===== config.mk =====
export PLATFORM = sky130hd
export DESIGN_NAME = bracket_match_scanner_flat
export DESIGN_NICKNAME = d
export VERILOG_FILES = /design/src/hdl/bms_pkg.sv /design/src/hdl/bms_if.sv /design/src/hdl/bracket_match_scanner.sv /design/src/hdl/bms_in_stage.sv /design/src/hdl/bms_scan_core.sv /design/src/hdl/bms_out_stage.sv /design/src/flat_wrapper.sv
export SDC_FILE = /design/constraint.sdc
export NUM_CORES = 1
export LEC_CHECK = 0
export BUFFER_PORTS_ARGS = -buffer_cell sky130_fd_sc_hd__buf_4
export CORE_UTILIZATION = 40
export DETAILED_ROUTE_END_ITERATION = 8
export HOLD_SLACK_MARGIN = 0.12
export PLACE_DENSITY = 0.63
export SLEW_MARGIN = 20
export SYNTH_ARGS = -nofsm -noshare
export SYNTH_HDL_FRONTEND = slang
export SYNTH_SLANG_ARGS = --single-unit

===== constraint.sdc =====
create_clock -name clk -period 5.25 [get_ports clk]
set_input_delay 0 -clock clk [delete_from_list [all_inputs] [get_ports clk]]
set_output_delay 0 -clock clk [all_outputs]
set_load 0.05 [all_outputs]

===== src/hdl/bms_pkg.sv =====
`timescale 1ns / 1ps
// ----------------------------------------------------------------------------
// bms_pkg
// Shared constants, types and helpers for the bracket match scanner.
// ----------------------------------------------------------------------------
package bms_pkg;

    localparam int MAX_DEPTH = 255;
    localparam int MAX_LEN   = 65536;

    localparam int DEPTH_W = $clog2(MAX_DEPTH + 1);
    // count may reach MAX_LEN + 1 on the byte that trips the length check
    localparam int COUNT_W = $clog2(MAX_LEN + 2);

    localparam logic [2:0] ST_MATCH    = 3'd0;
    localparam logic [2:0] ST_NOTFOUND = 3'd1;
    localparam logic [2:0] ST_BADOPEN  = 3'd2;
    localparam logic [2:0] ST_DEPTH    = 3'd3;
    localparam logic [2:0] ST_LONG     = 3'd4;

    localparam logic [7:0] CH_LBRACE  = 8'h7b;
    localparam logic [7:0] CH_RBRACE  = 8'h7d;
    localparam logic [7:0] CH_LBRACK  = 8'h5b;
    localparam logic [7:0] CH_RBRACK  = 8'h5d;
    localparam logic [7:0] CH_QUOTE   = 8'h22;
    localparam logic [7:0] CH_SLASH   = 8'h2f;
    localparam logic [7:0] CH_STAR    = 8'h2a;
    localparam logic [7:0] CH_NEWLINE = 8'h0a;

    localparam logic [7:0] LEAD1_LO = 8'h81;
    localparam logic [7:0] LEAD1_HI = 8'h9f;
    localparam logic [7:0] LEAD2_LO = 8'he0;
    localparam logic [7:0] LEAD2_HI = 8'hfc;

    typedef struct packed {
        logic [7:0]  byte_value;
        logic [31:0] base_offset;
        logic        last_byte;
    } item_t;

    typedef struct packed {
        logic [2:0]  status;
        logic [31:0] end_position;
    } result_t;

    function automatic logic is_lead(input logic [7:0] b);
        is_lead = ((b >= LEAD1_LO) && (b <= LEAD1_HI)) ||
                  ((b >= LEAD2_LO) && (b <= LEAD2_HI));
    endfunction

endpackage


===== src/hdl/bms_if.sv =====
`timescale 1ns / 1ps
// ----------------------------------------------------------------------------
// bms_in_if / bms_out_if
// Valid/ready channels for text bytes in and scan results out.
// ----------------------------------------------------------------------------
interface bms_in_if;
    logic        valid;
    logic        ready;
    logic [7:0]  byte_value;
    logic [31:0] base_offset;
    logic        last_byte;

    modport source (output valid, output byte_value, output base_offset,
                    output last_byte, input ready);
    modport sink   (input valid, input byte_value, input base_offset,
                    input last_byte, output ready);
endinterface

interface bms_out_if;
    logic        valid;
    logic        ready;
    logic [2:0]  status;
    logic [31:0] end_position;

    modport source (output valid, output status, output end_position, input ready);
    modport sink   (input valid, input status, input end_position, output ready);
endinterface


===== src/hdl/bracket_match_scanner.sv =====
`timescale 1ns / 1ps
// ----------------------------------------------------------------------------
// bracket_match_scanner
// Finds the end of a bracketed span in a byte stream, skipping Shift-JIS
// pairs, strings and comments; one status and end position per text.
// ----------------------------------------------------------------------------
//  channel | dir | payload                              | handshake
//  --------+-----+--------------------------------------+------------
//  in_ch   | in  | byte_value, base_offset, last_byte   | valid/ready
//  out_ch  | out | status, end_position                 | valid/ready
//
//  One byte per cycle unless a result byte waits on a stalled out_ch; the byte
//  that causes a result passes the input register, then the result register.
//  The scan state update for a byte is a single combinational step.
//  rst_n clears the scan state and both valid flags; next byte opens a scan.
//  While out_ch stalls, bytes with no result keep flowing; a byte that would
//  produce a result waits in the input register, and in_ch then stalls.
// ----------------------------------------------------------------------------
module bracket_match_scanner (
    input  logic       clk,
    input  logic       rst_n,
    bms_in_if.sink     in_ch,
    bms_out_if.source  out_ch
);

    bms_pkg::item_t    in_item;
    bms_pkg::item_t    stage_item;
    bms_pkg::result_t  core_res;
    logic              stage_valid;
    logic              core_res_valid;
    logic              out_free;
    logic              take;

    assign in_item.byte_value  = in_ch.byte_value;
    assign in_item.base_offset = in_ch.base_offset;
    assign in_item.last_byte   = in_ch.last_byte;

    // a byte with no result never waits for the output side
    assign take = stage_valid && (!core_res_valid || out_free);

    bms_in_stage u_in_stage (
        .clk         (clk),
        .rst_n       (rst_n),
        .in_valid    (in_ch.valid),
        .in_ready    (in_ch.ready),
        .in_item     (in_item),
        .take        (take),
        .stage_valid (stage_valid),
        .stage_item  (stage_item)
    );

    bms_scan_core u_scan_core (
        .clk       (clk),
        .rst_n     (rst_n),
        .step      (take),
        .item      (stage_item),
        .res_valid (core_res_valid),
        .res       (core_res)
    );

    bms_out_stage u_out_stage (
        .clk      (clk),
        .rst_n    (rst_n),
        .load     (take && core_res_valid),
        .load_res (core_res),
        .free     (out_free),
        .out_ch   (out_ch)
    );

endmodule


===== src/hdl/bms_in_stage.sv =====
`timescale 1ns / 1ps
// ----------------------------------------------------------------------------
// bms_in_stage
// Input register: captures one byte transaction and holds it until consumed.
// ----------------------------------------------------------------------------
module bms_in_stage (
    input  logic            clk,
    input  logic            rst_n,
    input  logic            in_valid,
    output logic            in_ready,
    input  bms_pkg::item_t  in_item,
    input  logic            take,
    output logic            stage_valid,
    output bms_pkg::item_t  stage_item
);

    logic           valid_reg;
    logic           valid_next;
    bms_pkg::item_t item_reg;

    assign in_ready    = !valid_reg || take;
    assign stage_valid = valid_reg;
    assign stage_item  = item_reg;

    always_comb
    begin
        valid_next = valid_reg;
        if (in_valid && in_ready)
        begin
            valid_next = 1'b1;
        end
        else if (take)
        begin
            valid_next = 1'b0;
        end
    end

    always_ff @(posedge clk or negedge rst_n)
    begin
        if (!rst_n)
        begin
            valid_reg <= 1'b0;
        end
        else
        begin
            valid_reg <= valid_next;
        end
    end

    always_ff @(posedge clk)
    begin
        if (in_valid && in_ready)
        begin
            item_reg <= in_item;
        end
    end

endmodule


===== src/hdl/bms_scan_core.sv =====
`timescale 1ns / 1ps
// ----------------------------------------------------------------------------
// bms_scan_core
// Scan state machine: mode, nesting depth, byte count and base. Decides the
// result for the staged byte and updates state when the byte is consumed.
// ----------------------------------------------------------------------------
module bms_scan_core (
    input  logic              clk,
    input  logic              rst_n,
    input  logic              step,
    input  bms_pkg::item_t    item,
    output logic              res_valid,
    output bms_pkg::result_t  res
);

    localparam logic [2:0] MODE_FIRST  = 3'd0;
    localparam logic [2:0] MODE_NORMAL = 3'd1;
    localparam logic [2:0] MODE_SKIP   = 3'd2;
    localparam logic [2:0] MODE_STRING = 3'd3;
    localparam logic [2:0] MODE_SLASH  = 3'd4;
    localparam logic [2:0] MODE_LINE   = 3'd5;
    localparam logic [2:0] MODE_BLOCK  = 3'd6;

    logic [2:0]                    mode_reg, mode_next;
    logic [bms_pkg::DEPTH_W-1:0]   depth_reg, depth_next;
    logic [bms_pkg::COUNT_W-1:0]   count_reg, count_next;
    logic                          brace_reg, brace_next;
    logic [31:0]                   base_reg, base_next;
    logic                          star_reg, star_next;
    logic                          sent_reg, sent_next;

    logic                          has_res;
    logic [2:0]                    st;
    logic                          do_normal;
    logic [7:0]                    b;
    logic                          last;
    logic [7:0]                    opener;
    logic [7:0]                    closer;
    logic [bms_pkg::DEPTH_W-1:0]   depth_dec;

    assign b      = item.byte_value;
    assign last   = item.last_byte;
    assign opener = brace_reg ? bms_pkg::CH_LBRACE : bms_pkg::CH_LBRACK;
    assign closer = brace_reg ? bms_pkg::CH_RBRACE : bms_pkg::CH_RBRACK;

    always_comb
    begin
        mode_next  = mode_reg;
        depth_next = depth_reg;
        count_next = count_reg;
        brace_next = brace_reg;
        base_next  = base_reg;
        star_next  = star_reg;
        sent_next  = sent_reg;
        has_res    = 1'b0;
        st         = bms_pkg::ST_NOTFOUND;
        do_normal  = 1'b0;
        depth_dec  = depth_reg;

        if (sent_reg)
        begin
            // drop the tail of a text whose result already went out
            if (last)
            begin
                sent_next = 1'b0;
                mode_next = MODE_FIRST;
            end
        end
        else if (mode_reg == MODE_FIRST)
        begin
            base_next  = item.base_offset;
            count_next = bms_pkg::COUNT_W'(1);
            star_next  = 1'b0;
            if ((b == bms_pkg::CH_LBRACE) || (b == bms_pkg::CH_LBRACK))
            begin
                brace_next = (b == bms_pkg::CH_LBRACE);
                depth_next = bms_pkg::DEPTH_W'(1);
                mode_next  = MODE_NORMAL;
            end
            else
            begin
                has_res = 1'b1;
                st      = bms_pkg::ST_BADOPEN;
            end
        end
        else
        begin
            count_next = count_reg + bms_pkg::COUNT_W'(1);
            if (count_next > bms_pkg::COUNT_W'(bms_pkg::MAX_LEN))
            begin
                has_res = 1'b1;
                st      = bms_pkg::ST_LONG;
            end
            else
            begin
                case (mode_reg)
                    MODE_SKIP:
                    begin
                        mode_next = MODE_NORMAL;
                    end
                    MODE_STRING:
                    begin
                        if ((b == bms_pkg::CH_QUOTE) || (b == bms_pkg::CH_NEWLINE))
                        begin
                            mode_next = MODE_NORMAL;
                        end
                    end
                    MODE_SLASH:
                    begin
                        if (b == bms_pkg::CH_SLASH)
                        begin
                            mode_next = MODE_LINE;
                        end
                        else if (b == bms_pkg::CH_STAR)
                        begin
                            mode_next = MODE_BLOCK;
                            star_next = 1'b0;
                        end
                        else
                        begin
                            do_normal = 1'b1;
                        end
                    end
                    MODE_LINE:
                    begin
                        if (b == bms_pkg::CH_NEWLINE)
                        begin
                            mode_next = MODE_NORMAL;
                        end
                    end
                    MODE_BLOCK:
                    begin
                        if (star_reg && (b == bms_pkg::CH_SLASH))
                        begin
                            mode_next = MODE_NORMAL;
                            star_next = 1'b0;
                        end
                        else
                        begin
                            star_next = (b == bms_pkg::CH_STAR);
                        end
                    end
                    default:
                    begin
                        do_normal = 1'b1;
                    end
                endcase

                if (do_normal)
                begin
                    mode_next = MODE_NORMAL;
                    if (bms_pkg::is_lead(b))
                    begin
                        // a lead byte at end of text skips nothing
                        if (!last)
                        begin
                            mode_next = MODE_SKIP;
                        end
                    end
                    else if (b == bms_pkg::CH_QUOTE)
                    begin
                        mode_next = MODE_STRING;
                    end
                    else if (b == bms_pkg::CH_SLASH)
                    begin
                        mode_next = MODE_SLASH;
                    end
                    else if (b == opener)
                    begin
                        if (depth_reg >= bms_pkg::DEPTH_W'(bms_pkg::MAX_DEPTH))
                        begin
                            has_res = 1'b1;
                            st      = bms_pkg::ST_DEPTH;
                        end
                        else
                        begin
                            depth_next = depth_reg + bms_pkg::DEPTH_W'(1);
                        end
                    end
                    else if (b == closer)
                    begin
                        if (depth_reg != '0)
                        begin
                            depth_dec = depth_reg - bms_pkg::DEPTH_W'(1);
                        end
                        depth_next = depth_dec;
                        if (depth_dec == '0)
                        begin
                            has_res = 1'b1;
                            st      = bms_pkg::ST_MATCH;
                        end
                    end
                end
            end
        end

        if (!sent_reg && !has_res && last)
        begin
            has_res = 1'b1;
            st      = bms_pkg::ST_NOTFOUND;
        end

        if (has_res)
        begin
            mode_next = MODE_FIRST;
            sent_next = !last;
        end
    end

    assign res_valid        = has_res;
    assign res.status       = st;
    assign res.end_position = (st == bms_pkg::ST_MATCH)
                              ? base_reg + 32'(count_next) : 32'd0;

    always_ff @(posedge clk or negedge rst_n)
    begin
        if (!rst_n)
        begin
            mode_reg  <= MODE_FIRST;
            depth_reg <= '0;
            count_reg <= '0;
            brace_reg <= 1'b0;
            base_reg  <= 32'd0;
            star_reg  <= 1'b0;
            sent_reg  <= 1'b0;
        end
        else if (step)
        begin
            mode_reg  <= mode_next;
            depth_reg <= depth_next;
            count_reg <= count_next;
            brace_reg <= brace_next;
            base_reg  <= base_next;
            star_reg  <= star_next;
            sent_reg  <= sent_next;
        end
    end

endmodule


===== src/hdl/bms_out_stage.sv =====
`timescale 1ns / 1ps
// ----------------------------------------------------------------------------
// bms_out_stage
// Result register: holds one result transaction until the sink takes it.
// ----------------------------------------------------------------------------
module bms_out_stage (
    input  logic              clk,
    input  logic              rst_n,
    input  logic              load,
    input  bms_pkg::result_t  load_res,
    output logic              free,
    bms_out_if.source         out_ch
);

    logic              valid_reg;
    logic              valid_next;
    bms_pkg::result_t  res_reg;

    assign free                = !valid_reg || out_ch.ready;
    assign out_ch.valid        = valid_reg;
    assign out_ch.status       = res_reg.status;
    assign out_ch.end_position = res_reg.end_position;

    always_comb
    begin
        valid_next = valid_reg;
        if (load)
        begin
            valid_next = 1'b1;
        end
        else if (out_ch.ready)
        begin
            valid_next = 1'b0;
        end
    end

    always_ff @(posedge clk or negedge rst_n)
    begin
        if (!rst_n)
        begin
            valid_reg <= 1'b0;
        end
        else
        begin
            valid_reg <= valid_next;
        end
    end

    always_ff @(posedge clk)
    begin
        if (load)
        begin
            res_reg <= load_res;
        end
    end

endmodule


===== src/flat_wrapper.sv =====
// flat-port wrapper written by rule: the top's interface ports become plain ports
module bracket_match_scanner_flat 
  (clk, rst_n, in_ch_valid, in_ch_byte_value, in_ch_base_offset, in_ch_last_byte, in_ch_ready, out_ch_valid, out_ch_status, out_ch_end_position, out_ch_ready);
  bms_in_if in_ch_i ();
  bms_out_if out_ch_i ();
  input  logic clk;
  input  logic rst_n;
  input wire logic [$bits(in_ch_i.valid)-1:0] in_ch_valid;
  input wire logic [$bits(in_ch_i.byte_value)-1:0] in_ch_byte_value;
  input wire logic [$bits(in_ch_i.base_offset)-1:0] in_ch_base_offset;
  input wire logic [$bits(in_ch_i.last_byte)-1:0] in_ch_last_byte;
  output wire logic [$bits(in_ch_i.ready)-1:0] in_ch_ready;
  output wire logic [$bits(out_ch_i.valid)-1:0] out_ch_valid;
  output wire logic [$bits(out_ch_i.status)-1:0] out_ch_status;
  output wire logic [$bits(out_ch_i.end_position)-1:0] out_ch_end_position;
  input wire logic [$bits(out_ch_i.ready)-1:0] out_ch_ready;
  assign in_ch_i.valid = in_ch_valid;
  assign in_ch_i.byte_value = in_ch_byte_value;
  assign in_ch_i.base_offset = in_ch_base_offset;
  assign in_ch_i.last_byte = in_ch_last_byte;
  assign in_ch_ready = in_ch_i.ready;
  assign out_ch_valid = out_ch_i.valid;
  assign out_ch_status = out_ch_i.status;
  assign out_ch_end_position = out_ch_i.end_position;
  assign out_ch_i.ready = out_ch_ready;
  bracket_match_scanner u_core (.clk(clk), .rst_n(rst_n), .in_ch(in_ch_i), .out_ch(out_ch_i));
endmodule

==> impl_metrics.yaml, run 1 <==
logic_synthesis:
  syn_inst: 721
  async_reset_ff_share_pct: 46.1
  postSynthAreaPerCell_um2: 10.7
  synth_top_cell_area_share_pct: 29.6
  synth_nets: 788
  netlist_area_um2: 7720
  synth_edf_count: 76
  synth_ff_type: "edfxtp_1"
  synthDistinctLibCells: 70
  synth-seq-cells: 141
  yosysTopAreaCell: "edfxtp_1"
  seq_area_frac_synth_pct: 50.6
  yosys_warnings: 0
  synth_area_leaders: "edfxtp_1, dfrtp_1, mux2_2"
final_layout:
  layout-drive-gt1-share_pct: 21.4
  multiInputGateArea_um2: 3580
  fin_nets: 904
  finish.instance_area_um2: 9660
  largest_register_ffs: 41
  diodes: 0
  nFillCells: 1654
  areaGrowthSynthToFinish_pct: 25.1
  seq_area_um2: 3910
min_path:
  hold_class: "in2async"
flow_run:
  timing.max_cap.violations: 0
critical_path:
  end_kind: "register"
  critical_path.startpoint: "u_core.u_scan_core.mode_reg[2]"
  worstPathMaxFanout: 12
  r2r_start: "u_core.u_scan_core.mode_reg[2]"
  arrival_ns: 4.98
  crit_type: "reg2reg"
  critPathLaunchType: "register"
  required_ns: 5.53
routing:
  via_count: 5971
  routed_via_density: 5.38
  antenna_left: 0
  drt_iter0_markers: 465
  wl_per_cell_um: 15.7
  drt_first_pass_iters: 5
  drc: 0
  wirelength_um: 17500
cts:
  clock-sinks: 141
  htreeDepth: 4
  cts_tree: "yes"
  cts_resized: 0
  clkTransAtPathRegs_ns: 0.06
  cts_buffers: 17
  clockRootBuffer: "clkbuf_16"
  clockBufferDepth: 2
  clock_latency_ns: 0.43
power:
  p_leak_nw: 3.85
  power_frac_comb_pct: 18.3
  power_switching_uw: 941
  p_int_mw: 2.42
  switching_share_pct: 28.0
  peakVddDrop_mv: 0.227
  seqPwrFrac_pct: 42.4
  p_clk_share_pct: 39.3
  p_per_area_nw_per_um2: 348
die:
  ioPinCount: 82
  start_util_pct: 41.0
  die_x_um: 141
  core_um2: 18800
  die_height_um: 141
  die-area_um2: 19900
  num_rows: 50
timing:
  fin_skew_ns: 0.0111
  timing.fmax_mhz: 213
  setup_viol: 0
  final_max_slew_viol_count: 0
  finalSetupTns_ns: 0
  rsz0062_at_grt: "no"
  worst_slew_pin_slew_ns: 0.893
  slew_headroom_pct: 40.5
  hold_viol_final: 0
  period_share_pct: 89.6
  finalCriticalPeriod_ns: 4.70
status:
  status: "complete, no violations"
global_routing:
  grt_max_degree: 66
  grt_overflow: 0
  antenna_found_initial: 0
  grt_pass1_vias: 5622
  grt_use_total_pct: 18.6
  grt_pass1_wl_um: 29000
placement:
  port_buffers: 81
  routabilityCongestion: 0.839
  dpl.hpwl_um: 11200
  place_area_um2: 8550
## synthesized netlist by cell type (4+ instances only)
cell type and count:
a41oi_1 4, nand4b_1 5, nor2b_1 4, o21bai_1 7, a31oi_1 14, nor3_1 21
xnor2_1 9, nor4_1 9, buf_2 5, ha_1 21, mux2i_1 5, mux2_2 44
buf_4 6, o21ai_1 5, o21ai_0 50, a21oi_1 37, or3_1 9, or4_1 6
edfxtp_1 76, clkbuf_1 24, nand3b_1 4, and3_1 11, nand3_1 25, and2_1 6
nand4_1 10, xor2_1 13, dfrtp_1 65, nor2_1 65, o31ai_1 8, mux2_1 6
nor3b_1 6, a21o_1 5, o21a_1 4, inv_1 15, nand2b_1 10, nand2_1 51
## through the flow
step / total power, mW / util (%) / hold WS [ns] / cells / worst slack [ns]
6_report: 3.36 / 51.3 / 0.249 / 1110 / 0.547
5_1_grt: 3.52 / 51.3 / 0.273 / 1110 / 0.139
4_1_cts: 3.39 / 51.3 / 0.270 / 1110 / 0.559
3_5_place_dp: 2.03 / 45.4 / 0.179 / 1033 / 0.618
3_3_place_gp: 2.02 / 45.4 / 0.178 / 1033 / 0.738
2_1_floorplan: 1.85 / - / -0.296 / 721 / 0.914
## area by class of cell
type / instances / share of cell area, %
clock buffer: 19 / 4.69
inverter: 15 / 0.583
timing repair buffer: 135 / 11.8
tap: 260 / 3.37
clock inverter: 13 / 2.09
multi-input combinational: 527 / 37.0
sequential: 141 / 40.5
## path summary, 6_finish.rpt
| kind | end | slack (ns) | cells past startpoint |
|---|---|---|---|
| setup / recovery | u_core.u_out_stage.out_ch.end_position[24] | 0.55 | 15 |
| hold / removal | u_core.u_scan_core.brace_reg | 0.25 | 2 |
| setup reg to reg | u_core.u_out_stage.out_ch.end_position[24] | 0.55 | 15 |
| hold reg to reg | u_core.u_scan_core.base_reg[3] | 0.46 | 1 |
| max in group asynchronous | u_core.u_scan_core.base_reg[9] | 4.42 | 2 |
| min in group clk | u_core.u_in_stage.stage_item[20] | 0.29 | 2 |
## power groups by stage
stage               logic, mW  registers [mW]  clock network (mW)
floorplan               0.373            1.48                   0
global placement        0.573            1.44                   0
detailed placement      0.582            1.45                   0
CTS                     0.616            1.43                1.35
global route            0.673            1.45                1.40
finish                  0.614            1.43                1.32
## cell families (layout without fill, tap and decap cells)
logic type / count (synthesis) / count (layout) / share of synthesized area [%]
simple gates: 257 / 257 / 18.0
compound gates: 171 / 171 / 14.1
flops: 141 / 141 / 50.6
mux: 55 / 55 / 7.94
buf+inv: 53 / 182 / 3.14
fa+ha+maj: 22 / 22 / 3.66
xor+xnor: 22 / 22 / 2.50
## cells in the final DEF (no fill, tap or decap), types with 8 or more instances in the layout
cell / synthesis / final
a31oi_1: 14 / 14
nand3_1: 25 / 25
inv_1: 15 / 15
and3_1: 11 / 11
dfrtp_1: 65 / 65
nand4_1: 10 / 10
buf_4: 6 / 89
o31ai_1: 8 / 8
mux2_2: 44 / 44
o21ai_0: 50 / 50
dlygate4sd3_1: 0 / 45
or3_1: 9 / 9
xor2_1: 13 / 13
ha_1: 21 / 21
xnor2_1: 9 / 9
edfxtp_1: 76 / 76
nor2_1: 65 / 65
nor3_1: 21 / 20
nand2b_1: 10 / 10
a21oi_1: 37 / 37
nor4_1: 9 / 9
clkbuf_16: 0 / 17
nand2_1: 51 / 51
## critical path: stages, from the launching register on
cell       delay [ns]
dfrtp_1          0.46
or3_1            0.65
nand2_1          0.15
mux2_2           0.16
ha_1             0.16
inv_1            0.06
fa_1             0.39
nor2b_1          0.18
o21a_1           0.16
o21ai_0          0.17
a211o_1          0.35
a21boi_0         0.42
o2111ai_1        0.29
a31o_2           0.40
or4_1            0.41
a21oi_1          0.14
## per-layer routing
metal | track usage, % | part of all wire [%]
met4 | 5.95 | 1.2
met3 | 3.46 | 4.4
met2 | 29.4 | 47
met1 | 26.0 | 47
met5 | 0 | 0
## repair_timing
| action | in CTS | in global routing |
|---|---|---|
| hold buffers | 45 | 0 |
| endpoints found under the setup margin | 0 | 0 |
| buffers inserted | 0 | 0 |
| hold endpoints to repair | 109 | 0 |
Note: power is estimated with default switching activity, not from simulation.
==> run 2: changes to the inputs <==
--- a/config.mk
+++ b/config.mk
@@ -6,10 +6,11 @@
 export NUM_CORES = 1
 export LEC_CHECK = 0
 export BUFFER_PORTS_ARGS = -buffer_cell sky130_fd_sc_hd__buf_4
-export CORE_UTILIZATION = 40
+export CORE_UTILIZATION = 35
 export DETAILED_ROUTE_END_ITERATION = 8
 export HOLD_SLACK_MARGIN = 0.12
-export PLACE_DENSITY = 0.63
+export PLACE_DENSITY = 0.57
+export RECOVER_POWER = 25
 export SLEW_MARGIN = 20
 export SYNTH_ARGS = -nofsm -noshare
 export SYNTH_HDL_FRONTEND = slang
==> run 2 against run 1 <==
The run now ends with capacitance limit, slew limit left. Critical path depth down 1. Hold slack improved by 0.056 ns. Global-route usage down 1.7 points. Utilization decreased by 6.7 points. Worst setup slack gained 0.13 ns. Count of clock-buffer cells in the layout stayed put. Register-to-register slack improved by 0.13 ns. Non-clock buffer count rose by 2. Cell count rose by 1.5%. Die area increased by 14%. Largest power group unchanged.
==> impl_metrics.yaml, run 2 (synthesis results as in run 1) <==
global_routing:
  grt_use_total_pct: 16.9
  grtUsageMet2_pct: 26.9
  grt_max_degree: 66
  grt_pass1_vias: 5717
  grt_overflow: 0
  grt_pass1_wl_um: 29600
  grt_busiest_layer: "met2"
  antenna_found_initial: 0
  met3_usage_pct: 2.48
  grt_use_met1_pct: 23.3
cts:
  clockRootBuffer: "clkbuf_16"
  cts_buffers: 17
  cts_resized: 0
  holdBufCountCts: 44
  clockBufferDepth: 2
  htreeDepth: 4
  clkTransAtPathRegs_ns: 0.07
  post_cts_buffers: 0
  cts_tree: "yes"
  clock-sinks: 141
  clock_latency_ns: 0.42
timing:
  rsz0062_at_grt: "no"
  hold_slack_ns: 0.305
  setup_viol: 0
  final_max_slew_viol_count: 66
  period_share_pct: 87.0
  worst_slew_pin_slew_ns: 3.79
  timing.fmax_mhz: 219
  finalSetupTns_ns: 0
  slew_headroom_pct: -152
  fin_ws_ns: 0.680
  fin_skew_ns: 0.00983
  finalCriticalPeriod_ns: 4.57
  hold_viol_final: 0
placement:
  dpl.hpwl_um: 12100
  dp_slack_ns: 0.728
  port_buffers: 81
  routabilityCongestion: 0.821
final_layout:
  nFillCells: 2018
  layout_commonest_cell: "edfxtp_1"
  largest_register_ffs: 41
  areaGrowthSynthToFinish_pct: 23.4
  fin_nets: 906
  diodes: 0
  final_cell_mix: "edfxtp_1, nor2_1, dfrtp_1"
  layout-drive-gt1-share_pct: 19.5
die:
  die_x_um: 151
  die-area_um2: 22700
  core_um2: 21400
  start_util_pct: 36.2
  num_rows: 53
  ioPinCount: 82
  die_height_um: 151
critical_path:
  worst-path-buf-inv: 1
  worstReg2RegEnd: "u_core.u_out_stage.out_ch.end_position[22]"
  arrival_ns: 4.82
  cp_slowest_stage_delay_ns: 0.54
  r2r_start: "u_core.u_scan_core.mode_reg[1]"
  slowest_stage: "or3_1"
  cp_num_cells: 14
  setup.worst_path.end: "u_core.u_out_stage.out_ch.end_position[22]"
  critical_path.startpoint: "u_core.u_scan_core.mode_reg[1]"
  required_ns: 5.50
  reg2reg_depth: 14
  crit_chain: "or3_1, nand2b_1, o41ai_1, ha_1, o21ai_0, nand2b_1, a21oi_1, a211o_1, a21boi_0, buf_4, o2111ai_1, a31o_2, or4_1, a21oi_1"
  critPathTopFamily: "compound AO/OA/AOI/OAI gates"
  critPathLaunchType: "register"
  worstPathMaxFanout: 12
  rrSetupSlack_ns: 0.68
  end_kind: "register"
  crit_type: "reg2reg"
routing:
  drt_first_pass_iters: 5
  antenna_left: 0
  drc: 0
  wirelength_um: 18100
  via_count: 5937
  wl_per_cell_um: 16.0
  routed_via_density: 5.27
  drt_iter0_markers: 336
min_path:
  min_path_cells: 2
  hold_class: "in2reg"
status:
  violations: "capacitance limit, slew limit"
  status: "finished, violations left"
power:
  p_leak_nw: 3.73
  p_per_area_nw_per_um2: 330
  peakVddDrop_mv: 0.212
flow_run:
  timing.max_cap.violations: 1
run 2: cell types whose count changed in the layout (fill, tap and decap cells not counted), sizes merged:
cell         previous run  this run
buf                    90        36
bufinv                  4         0
clkbuf                 19        76
clkinv                  4         1
clkinvlp                0         4
dlygate4sd3            45        44
inv                    20        23
run 2: worst min path at each step:
| stage | endpoint | from | slack (ns) |
|---|---|---|---|
| final | u_core.u_in_stage.stage_item[30] | in_ch_base_offset[29] | 0.31 |
| after floorplan | u_core.u_in_stage.stage_valid | rst_n | -0.30 |
| after global placement | u_core.u_in_stage.stage_item[27] | in_ch_base_offset[26] | 0.18 |
| after global routing | u_core.u_in_stage.stage_item[29] | in_ch_base_offset[28] | 0.30 |
| after detailed placement | u_core.u_in_stage.stage_item[35] | in_ch_byte_value[2] | 0.18 |
| after CTS | u_core.u_in_stage.stage_item[28] | in_ch_base_offset[27] | 0.27 |
run 2: routing by layer:
layer / up-vias / wire (um)
met2: 100 / 8530
met1: 2860 / 8690
met4: 0 / 262
met3: 18 / 566
met5: - / 0
li1: 2959 / -
run 2: area by class of cell:
type | count | area [um2] | share of cell area, %
inverter | 15 | 56.3 | 0.591
clock buffer | 19 | 433 | 4.54
tap | 275 | 344 | 3.61
clock inverter | 13 | 106 | 1.12
timing repair buffer | 137 | 1100 | 11.6
multi-input combinational | 527 | 3580 | 37.5
sequential | 141 | 3910 | 41.0
run 2: where the power goes:
part	switching [mW]	internal (mW)	leakage (nW)	total, mW
combinational	0.334	0.263	1.93	0.597
clock	0.505	0.615	0.252	1.12
sequential	0.116	1.31	1.55	1.43
run 2: through the flow:
| step | util (%) | instance area, um2 | power (mW) | instances |
|---|---|---|---|---|
| 5_1_grt | 44.6 | 9530 | 3.30 | 1127 |
| 4_1_cts | 44.9 | 9590 | 3.19 | 1127 |
| 3_5_place_dp | 40.3 | 8610 | 2.03 | 1051 |
| 3_3_place_gp | 40.3 | 8610 | 2.03 | 1051 |
| 6_report | 44.6 | 9530 | 3.15 | 1127 |
| 2_1_floorplan | - | 7720 | 1.85 | 721 |
